==> src/ssrc_pkg.sv <==
// Shared constants, codes and types of the shadow stack return checker.
// No dependencies.
`default_nettype none

package ssrc_pkg;

  localparam int unsigned StackDepth   = 64;
  localparam int unsigned NumThreads   = 4;
  localparam int unsigned AddrBits     = 48;

  localparam int unsigned AddrFieldW   = 48;
  localparam int unsigned ThreadFieldW = 2;
  localparam int unsigned WinW         = 3;
  localparam int unsigned DepthW       = 2;
  localparam int unsigned TotalW       = 32;

  localparam logic [WinW-1:0] WinMax   = 3'd4;
  localparam logic [WinW-1:0] WinReset = 3'd4;

  localparam int unsigned InDataW  = 48;
  localparam int unsigned InUserW  = 3;
  localparam int unsigned OutDataW = 40;
  localparam int unsigned OutUserW = 3;

  localparam logic ActCall = 1'b0;
  localparam logic ActRet  = 1'b1;

  typedef enum logic [2:0] {
    ST_PUSH = 3'd0,
    ST_TOP  = 3'd1,
    ST_DEEP = 3'd2,
    ST_MISS = 3'd3,
    ST_OVF  = 3'd4
  } status_e;

  typedef struct packed {
    status_e             status;
    logic [DepthW-1:0]   depth;
    logic                flagged;
    logic [TotalW-1:0]   total;
  } result_t;

  typedef struct packed {
    logic we;
    logic re;
  } mem_ctl_t;

endpackage

`default_nettype wire

==> src/ssrc_ctrl.sv <==
// Sequencer: per-thread fill/top pointers, mismatch flags and counter,
// stack memory read/compare/commit and the result register. Uses ssrc_pkg.
`default_nettype none

module ssrc_ctrl #(
  parameter int unsigned STACK_DEPTH = 64,
  parameter int unsigned NUM_THREADS = 4,
  parameter int unsigned STORE_W     = 48,
  parameter int unsigned MAW         = 8
) (
  input  wire                                clk_i,
  input  wire                                rst_ni,
  input  wire                                in_valid_i,
  output logic                               in_ready_o,
  input  wire                                action_i,
  input  wire  [ssrc_pkg::ThreadFieldW-1:0]  thread_i,
  input  wire  [STORE_W-1:0]                 address_i,
  input  wire  [ssrc_pkg::WinW-1:0]          win_i,
  output logic                               out_valid_o,
  input  wire                                out_ready_i,
  output ssrc_pkg::result_t                  result_o,
  output ssrc_pkg::mem_ctl_t                 mem_ctl_o,
  output logic [MAW-1:0]                     mem_waddr_o,
  output logic [STORE_W-1:0]                 mem_wdata_o,
  output logic [MAW-1:0]                     mem_raddr_o,
  input  wire  [STORE_W-1:0]                 mem_rdata_i
);

  localparam int unsigned TW = (NUM_THREADS > 1) ? $clog2(NUM_THREADS) : 1;
  localparam int unsigned SW = $clog2(STACK_DEPTH);
  localparam int unsigned FW = $clog2(STACK_DEPTH + 1);
  localparam int unsigned WW = ssrc_pkg::WinW;
  localparam int unsigned DW = ssrc_pkg::DepthW;

  typedef enum logic [3:0] {
    S_IDLE = 4'b0001,
    S_READ = 4'b0010,
    S_SCAN = 4'b0100,
    S_DONE = 4'b1000
  } state_e;

  // slot n entries below top, on the ring
  function automatic logic [SW-1:0] ring_back(logic [SW-1:0] top, logic [WW-1:0] n);
    logic [SW:0] t;
    logic [SW:0] nn;
    t  = {1'b0, top};
    nn = (SW+1)'(n);
    if (t >= nn) begin
      return SW'(t - nn);
    end
    return SW'(t + (SW+1)'(STACK_DEPTH) - nn);
  endfunction

  state_e                    state_q, state_d;
  logic                      out_valid_q, out_valid_d;
  logic [ssrc_pkg::TotalW-1:0] total_q, total_d;
  logic [NUM_THREADS-1:0]    flag_q, flag_d;
  logic [FW-1:0]             fill_q [NUM_THREADS];
  logic [FW-1:0]             fill_d [NUM_THREADS];
  logic [SW-1:0]             top_q  [NUM_THREADS];
  logic [SW-1:0]             top_d  [NUM_THREADS];

  logic                      act_q, act_d;
  logic [TW-1:0]             thr_q, thr_d;
  logic [STORE_W-1:0]        addr_q, addr_d;
  logic [WW-1:0]             lim_q, lim_d;
  logic [DW-1:0]             cmp_q, cmp_d;
  logic                      found_q, found_d;
  ssrc_pkg::result_t         res_q, res_d;

  logic [4:0]                thr_ext;
  logic [TW-1:0]             thr_in;
  logic [FW-1:0]             fill_cur;
  logic [SW-1:0]             top_cur;
  logic [WW-1:0]             lim_w;
  logic [WW-1:0]             rd_n;
  logic [WW-1:0]             pops;
  logic [MAW-1:0]            base;
  logic                      commit;

  // thread number modulo NUM_THREADS (input is below 4)
  always_comb begin
    thr_ext = {3'b000, thread_i};
    if (NUM_THREADS == 1) begin
      thr_in = '0;
    end else if (thr_ext >= 5'(NUM_THREADS)) begin
      thr_in = TW'(thr_ext - 5'(NUM_THREADS));
    end else begin
      thr_in = TW'(thr_ext);
    end
  end

  assign fill_cur = fill_q[thr_q];
  assign top_cur  = top_q[thr_q];
  assign lim_w    = (fill_cur < FW'(win_i)) ? WW'(fill_cur) : win_i;
  assign pops     = {1'b0, cmp_q} + WW'(1);
  assign base     = MAW'(thr_q) * MAW'(STACK_DEPTH);
  assign commit   = (state_q == S_DONE) && (!out_valid_q || out_ready_i);

  always_comb begin
    state_d     = state_q;
    out_valid_d = out_valid_q;
    total_d     = total_q;
    flag_d      = flag_q;
    fill_d      = fill_q;
    top_d       = top_q;
    act_d       = act_q;
    thr_d       = thr_q;
    addr_d      = addr_q;
    lim_d       = lim_q;
    cmp_d       = cmp_q;
    found_d     = found_q;
    res_d       = res_q;
    mem_ctl_o   = '0;
    rd_n        = WW'(1);

    if (out_valid_q && out_ready_i) begin
      out_valid_d = 1'b0;
    end

    case (state_q)
      S_IDLE: begin
        if (in_valid_i) begin
          act_d   = action_i;
          thr_d   = thr_in;
          addr_d  = address_i;
          state_d = S_READ;
        end
      end
      S_READ: begin
        lim_d        = lim_w;
        cmp_d        = '0;
        found_d      = 1'b0;
        mem_ctl_o.re = (act_q == ssrc_pkg::ActRet);
        if ((act_q == ssrc_pkg::ActCall) || (lim_w == '0)) begin
          state_d = S_DONE;
        end else begin
          state_d = S_SCAN;
        end
      end
      S_SCAN: begin
        // prefetch the next entry while comparing this one
        mem_ctl_o.re = 1'b1;
        rd_n = (cmp_q == DW'(3)) ? WW'(4) : ({1'b0, cmp_q} + WW'(2));
        if (mem_rdata_i == addr_q) begin
          found_d = 1'b1;
          state_d = S_DONE;
        end else if (pops == lim_q) begin
          state_d = S_DONE;
        end else begin
          cmp_d = cmp_q + DW'(1);
        end
      end
      S_DONE: begin
        if (commit) begin
          res_d.depth   = '0;
          res_d.flagged = flag_q[thr_q];
          res_d.total   = total_q;
          if (act_q == ssrc_pkg::ActCall) begin
            mem_ctl_o.we = 1'b1;
            top_d[thr_q] = (top_cur == SW'(STACK_DEPTH - 1)) ? '0 : top_cur + SW'(1);
            if (fill_cur == FW'(STACK_DEPTH)) begin
              res_d.status = ssrc_pkg::ST_OVF;
            end else begin
              fill_d[thr_q] = fill_cur + FW'(1);
              res_d.status  = ssrc_pkg::ST_PUSH;
            end
          end else if (found_q) begin
            fill_d[thr_q] = fill_cur - FW'(pops);
            top_d[thr_q]  = ring_back(top_cur, pops);
            res_d.depth   = cmp_q;
            res_d.status  = (cmp_q == '0) ? ssrc_pkg::ST_TOP : ssrc_pkg::ST_DEEP;
          end else begin
            flag_d[thr_q] = 1'b1;
            total_d       = (total_q == '1) ? total_q : total_q + ssrc_pkg::TotalW'(1);
            res_d.flagged = 1'b1;
            res_d.total   = total_d;
            res_d.status  = ssrc_pkg::ST_MISS;
          end
          out_valid_d = 1'b1;
          state_d     = S_IDLE;
        end
      end
      default: begin
        state_d = S_IDLE;
      end
    endcase
  end

  assign mem_waddr_o = base + MAW'(top_cur);
  assign mem_wdata_o = addr_q;
  assign mem_raddr_o = base + MAW'(ring_back(top_cur, rd_n));

  always_ff @(posedge clk_i or negedge rst_ni) begin
    if (!rst_ni) begin
      state_q     <= S_IDLE;
      out_valid_q <= 1'b0;
      total_q     <= '0;
      flag_q      <= '0;
      for (int i = 0; i < NUM_THREADS; i++) begin
        fill_q[i] <= '0;
        top_q[i]  <= '0;
      end
    end else begin
      state_q     <= state_d;
      out_valid_q <= out_valid_d;
      total_q     <= total_d;
      flag_q      <= flag_d;
      fill_q      <= fill_d;
      top_q       <= top_d;
    end
  end

  always_ff @(posedge clk_i) begin
    act_q   <= act_d;
    thr_q   <= thr_d;
    addr_q  <= addr_d;
    lim_q   <= lim_d;
    cmp_q   <= cmp_d;
    found_q <= found_d;
    res_q   <= res_d;
  end

  assign in_ready_o  = (state_q == S_IDLE);
  assign out_valid_o = out_valid_q;
  assign result_o    = res_q;

endmodule

`default_nettype wire

==> config.mk <==
export PLATFORM = sky130hd
export DESIGN_NAME = ssrc_ctrl
export DESIGN_NICKNAME = d
export VERILOG_FILES = /design/src/ssrc_pkg.sv /design/src/ssrc_ctrl.sv
export SDC_FILE = /design/constraint.sdc
export NUM_CORES = 1
export LEC_CHECK = 0
export ABC_AREA = 1
export BUFFER_PORTS_ARGS = -buffer_cell sky130_fd_sc_hd__buf_2
export CAP_MARGIN = 20
export CELL_PAD_IN_SITES_DETAIL_PLACEMENT = 0
export CELL_PAD_IN_SITES_GLOBAL_PLACEMENT = 1
export CORE_MARGIN = 1.5
export CORE_UTILIZATION = 41
export DETAILED_ROUTE_END_ITERATION = 8
export PLACE_DENSITY_LB_ADDON = 0.1
export SETUP_SLACK_MARGIN = 0.02
export SLEW_MARGIN = 0
export SYNTH_ARGS = -nofsm -noshare
export SYNTH_HDL_FRONTEND = slang
export SYNTH_SLANG_ARGS = --single-unit
==> constraint.sdc <==
create_clock -name clk_i -period 4.7 [get_ports clk_i]
set_input_delay 0.47 -clock clk_i [delete_from_list [all_inputs] [get_ports clk_i]]
set_output_delay 0.47 -clock clk_i [all_outputs]
set_load 0.1 [all_outputs]
==> results.toml, run 1 <==
[status]
status = "finished clean"

[worst_setup_path]
rrSetupSlack_ns = 1.33
cp-endpoint = "mem_raddr_o[5]"
crit_buf_inv = 3
worstRegToRegCells = 13
arrival_ns = 3.77
worstReg2RegStart = "thr_q[1]"
startpoint = "thr_q[1]"
slowest_stage = "edfxtp_1"
path_cells = "nor2_2 > inv_1 > o22ai_1 > nor2_1 > inv_1 > ha_1 > nand2_1 > nor2_1 > a211oi_1 > nand3_1 > xor2_2 > buf_2"
crit_family = "simple AND/OR/NAND/NOR gates"
worstReg2RegEnd = "fill_q[3]"
crit_type = "reg -> out"
cp-start-kind = "register"
max_stage_delay_ns = 0.64
end_kind = "primary output"
required_ns = 4.23
crit_cells = 12
worstPathMaxFanout = 12

[clock_network]
cts.sinks = 188
clockRootBuffer = "clkbuf_16"
cts-buffers-inserted = 17
htreeDepth = 4
cts_tree = "yes"
clock_latency_ns = 0.44
cts.path.max_buffers = 2
postCtsResizedCells = 0
post_cts_buffers = 0
cts_hold_buf = 0
clkTransAtPathRegs_ns = 0.07

[global_routing]
grt_pass1_wl_um = 45800
grt_util_met2_pct = 39.1
grt_pass1_vias = 8450
antenna_found_initial = 1
top_usage_layer = "met2"
grt_util_met1_pct = 29.5
overflow = 0
use_met3_pct = 3.96
grt_usage_pct = 22.7
grt_max_degree = 70

[floorplanning]
dieArea_um2 = 26200
io_pins = 212
die_w_um = 162
initial_utilization_pct = 42.1
die_h_um = 162
row_count = 57
core_area_um2 = 24500

[sta]
slew_viol_final = 0
rsz0062_at_grt = "false"
hold_violations = 0
tightest_slew_ns = 0.942
fin_tns_setup_ns = 0
setup_ws_ns = 0.463
min_period_ns = 4.24
setup-violations-final = 0
clock_skew_ns = 0.0183
max_slew_margin_pct = 37.2
max_freq_mhz = 236
min_period_over_period_pct = 90.1

[drt]
ant_nets = 0
routedWlPerCell_um = 15.8
vias = 8751
wirelength_um = 29000
drc = 0
via_per_inst = 4.79
drt_iter0_markers = 676
first_pass_iters = 5

[synthesis]
synth_fa_ha_area_share_pct = 2.76
synth_area_per_cell_um2 = 8.10
yosysTopAreaCell = "edfxtp_1"
synth_top_family_by_area = "simple AND/OR/NAND/NOR gates"
synth_top_flop_cell = "edfxtp_1"
yosysSeqAreaShare_pct = 50.1
synth_top_area_share_pct = 27.6
synth_nets = 1403
synth-simple-area-share_pct = 28.3
synth_edf_count = 95
synth_warnings = 0
syn_area_um2 = 10300
synth_compound_area_share_pct = 6.59
synthCells = 1276
synth_area_leaders = "edfxtp_1, dfrtp_1, nand2_1"
synth_seq_cells = 188
synth_cell_types = 47
async_flop_share_pct = 49.5
synthMuxAreaShare_pct = 0
synth-xor-area-share_pct = 3.98

[run]
max_cap_violations = 0

[power]
leakage_nw = 6.10
power_mw = 8.41
vdd_drop_max_v = 0.000360
internal_power_mw = 3.99
p_comb_share_pct = 53.4
powerDensity_nw_per_um2 = 681
sw_frac_of_total_pct = 52.5
pwr-share-seq_pct = 30.0
power_frac_clock_pct = 16.6
switchingPower_mw = 4.42

[placement]
gp_congestion = 0.881
hpwl_um = 22300
portBuffers = 211
dp_slack_ns = 0.895

[layout]
areaGrowthSynthToFinish_pct = 19.6
fill_cells = 2513
drive_gt1_share_pct = 20.2
layout.nets = 1617
final_util_pct = 50.4

[min_path]
hold_class = "in -> async"
-- area by class of cell --
| type | count | area, um2 | area share, % |
|---|---|---|---|
| diodes | 1 | 2.50 | 0.0202 |
| flip-flops and latches | 188 | 5180 | 41.9 |
| well taps | 324 | 405 | 3.28 |
| inverters | 185 | 707 | 5.72 |
| clock buffers | 21 | 440 | 3.56 |
| clock inverters | 11 | 111 | 0.901 |
| multi-input cells | 876 | 4350 | 35.2 |
| repair buffers | 222 | 1170 | 9.43 |
-- placed cells by master (no fill, tap or decap), types with 10 or more instances in the layout --
| cell type | n |
|---|---|
| xnor2_1 | 34 |
| ha_1 | 18 |
| a21oi_1 | 17 |
| nor2_1 | 85 |
| o21ai_0 | 90 |
| buf_4 | 10 |
| edfxtp_1 | 95 |
| nand3_1 | 97 |
| dfrtp_1 | 92 |
| nand2_1 | 420 |
| inv_1 | 175 |
| nor3_1 | 21 |
| clkbuf_16 | 17 |
| buf_2 | 210 |
| nand4_1 | 12 |
-- cells in the mapped netlist (all sizes together), types with 14 or more instances --
cell	count
a21oi	18
buf	14
dfrtp	92
edfxtp	95
ha	18
inv	181
nand2	430
nand3	97
nor2	98
nor3	25
o21ai	99
xnor2	35
-- kinds of logic (layout without fill, tap and decap cells) --
group / after synthesis / after routing
buffers and inverters: 212 / 439
adder cells (fa/ha/maj): 21 / 21
flip-flops: 188 / 188
XOR/XNOR: 47 / 47
AO/OA/AOI/OAI: 130 / 130
other: 0 / 1
AND/OR/NAND/NOR: 678 / 678
-- metal layers --
layer / vias up / part of all wire (%)
met5: - / 0
met4: 0 / 1.7
met3: 33 / 3.7
met2: 173 / 50
met1: 4067 / 45
li1: 4478 / -
-- flip-flops by register name (all words and copies together) (netlist names) --
name	cells
thr_q	2
fill_q	28
mem_wdata_o	48
out_valid_o	1
state_q	4
top_q	24
flag_q	4
cmp_q	2
found_q	1
result_o	38
total_q	32
lim_q	3
act_q	1
-- worst min-delay path by stage --
stage | start | cells past startpoint | endpoint
floorplan | rst_ni | 0 | fill_q[0]
global placement | flag_q[2] | 2 | flag_q[2]
detailed placement | flag_q[2] | 2 | flag_q[2]
CTS | address_i[8] | 1 | mem_wdata_o[8]
global route | address_i[11] | 1 | mem_wdata_o[11]
finish | rst_ni | 1 | top_q[5]
-- worst register-to-register path: stages (launching register included) --
cell and delay [ns]:
edfxtp_1 0.72, nor2_2 0.24, nand2_1 0.11, nand2_1 0.05
nor2_1 0.43, inv_1 0.18, ha_1 0.32, nand2_1 0.06
nor2_1 0.04, a211oi_1 0.43, o21ai_0 0.17, a21oi_1 0.30
nand3b_1 0.16, nand2_1 0.05
-- power by group through the flow --
stage                     clock network, mW  registers [mW]  logic [mW]
final                                  1.40            2.52        4.49
after floorplan                           0            3.35        2.73
after detailed placement                  0            2.55        4.50
after global placement                    0            2.55        4.48
after global routing                   1.50            2.57        4.92
after CTS                              1.44            2.52        4.51
-- metrics by stage --
stage,cells,hold slack (ns),cell area (um2)
finish,1828,0.170,12400
global placement,1794,0.451,11800
CTS,1826,0.185,12300
global route,1828,0.185,12400
detailed placement,1794,0.452,11800
floorplan,1276,0.174,10400
(Power assumes the default switching activity.)
==> run 2, diff against run 1 <==
--- a/config.mk
+++ b/config.mk
@@ -14,6 +14,7 @@
 export CORE_UTILIZATION = 41
 export DETAILED_ROUTE_END_ITERATION = 8
 export PLACE_DENSITY_LB_ADDON = 0.1
+export REMOVE_ABC_BUFFERS = 1
 export SETUP_SLACK_MARGIN = 0.02
 export SLEW_MARGIN = 0
 export SYNTH_ARGS = -nofsm -noshare
==> run 2 against run 1 <==
Against the previous run:
- count of clock-buffer cells in the layout is 4 lower
- critical path depth stayed put
- non-clock buffer count is 2 lower
- via count is 0.61% higher
- hold slack worse by 0.044 ns
- critical endpoint unchanged
==> results.toml, run 2 (synthesis gave the netlist of run 1 again) <==
[power]
sw_frac_of_total_pct = 52.9
power_frac_clock_pct = 17.3
internal_power_mw = 3.98
pwr-share-seq_pct = 30.0
vdd_drop_max_v = 0.000441
switchingPower_mw = 4.46
leakage_nw = 6.11
p_comb_share_pct = 52.7
powerDensity_nw_per_um2 = 684

[sta]
min_period_ns = 4.11
hold_violations = 0
max_slew_margin_pct = 30.5
min_period_over_period_pct = 87.5
max_freq_mhz = 243
rsz0062_at_grt = "false"
slew_viol_final = 0
tightest_slew_ns = 1.04
setup-violations-final = 0
setup_ws_ns = 0.587
clock_skew_ns = 0.0149

[clock_network]
htreeDepth = 4
cts_tree = "yes"
clockRootBuffer = "clkbuf_16"
cts.sinks = 188
clkTransAtPathRegs_ns = 0.07
cts.path.max_buffers = 2
post_cts_buffers = 0
postCtsResizedCells = 0
cts_hold_buf = 0
cts-buffers-inserted = 17
clock_latency_ns = 0.44

[floorplanning]
dieArea_um2 = 26200
io_pins = 212
die_h_um = 162
core_area_um2 = 24500
die_w_um = 162
row_count = 57
initial_utilization_pct = 42.1

[run]
max_cap_violations = 0

[global_routing]
grt_pass1_wl_um = 45200
grt_util_met2_pct = 36.7
grt_max_degree = 66
top_usage_layer = "met2"
use_met3_pct = 3.70
grt_pass1_vias = 8349
overflow = 0
grt_usage_pct = 22.3
grt_util_met1_pct = 31.1
antenna_found_initial = 0

[min_path]
hold_class = "in -> async"

[placement]
portBuffers = 211
hpwl_um = 22200
gp_congestion = 0.826
dp_slack_ns = 1.06
placed_cells = 1793

[layout]
fill_cells = 2461
final_cell_count_no_fill = 1825
layout_commonest_cell = "nand2_1"
final_cell_mix = "nand2_1, buf_2, inv_1"
areaGrowthSynthToFinish_pct = 19.4
layout.nets = 1615
drive_gt1_share_pct = 20.1
n_antenna_cell = 0
largest_register_ffs = 48

[drt]
via_per_inst = 4.82
drt_iter0_markers = 561
routedWlPerCell_um = 16.0
drc = 0
vias = 8804
first_pass_iters = 6
ant_nets = 0
wirelength_um = 29100

[status]
status = "finished clean"

[worst_setup_path]
cp-start-kind = "register"
end_kind = "primary output"
required_ns = 4.23
worstPathMaxFanout = 12
crit_type = "reg -> out"
arrival_ns = 3.64
## run 2: changes by cell type in the layout (fill, tap and decap cells not counted), sizes merged
cell | previous run | this run
inv | 183 | 186
clkbuf | 21 | 17
diode | 1 | 0
clkinv | 9 | 11
buf | 222 | 220
clkinvlp | 3 | 2
## run 2: final cells by class
class	instances	area [um2]	area share [%]
clock buffer	17	425	3.45
clock inverter	15	161	1.31
inverter	185	707	5.73
multi-input combinational	876	4320	35.0
sequential	188	5180	42.0
tap	324	405	3.29
timing repair buffer	220	1140	9.23
## run 2: metrics by stage
stage	total power, mW	util, %	TNS, ns	cell area, um2	hold slack [ns]
5_1_grt	9.00	50.3	0	12300	0.188
4_1_cts	8.49	50.3	0	12300	0.168
3_3_place_gp	6.99	47.9	0	11700	0.447
3_5_place_dp	7.01	47.9	0	11700	0.453
2_1_floorplan	6.01	-	-8.01	10200	0.174
6_report	8.44	50.3	0	12300	0.127
## run 2: routing by layer
layer / part of all wire [%] / vias up
li1: - / 4496
met1: 48 / 4023
met2: 46 / 259
met3: 5.1 / 26
met4: 1.1 / 0
met5: 0 / -
## run 2: worst paths after layout
check	end	slack [ns]	cells past startpoint	from
setup reg to reg	top_q[16]	1.41	14	thr_q[1]
hold / removal	top_q[10]	0.13	1	rst_ni
max in group asynchronous	fill_q[13]	3.62	2	rst_ni
hold reg to reg	flag_q[2]	0.47	2	flag_q[2]
setup / recovery	mem_raddr_o[5]	0.59	12	thr_q[1]
min in group clk_i	mem_wdata_o[27]	0.20	1	address_i[27]
## run 2: power by group through the flow
stage               clock, mW  sequential (mW)  combinational, mW
floorplan                   0             3.40               2.61
detailed placement          0             2.56               4.45
global placement            0             2.56               4.44
finish                   1.46             2.53               4.45
global route             1.55             2.58               4.87
CTS                      1.50             2.53               4.46
## run 2: worst max-delay path, cell delays in order (launching register included)
cell	delay, ns
edfxtp_1	0.63
nor2_2	0.50
inv_1	0.16
o22ai_1	0.16
nor2_1	0.10
inv_1	0.16
ha_1	0.31
nand2_1	0.10
nor2_1	0.04
a211oi_1	0.30
nand3_1	0.14
xor2_1	0.15
buf_2	0.45
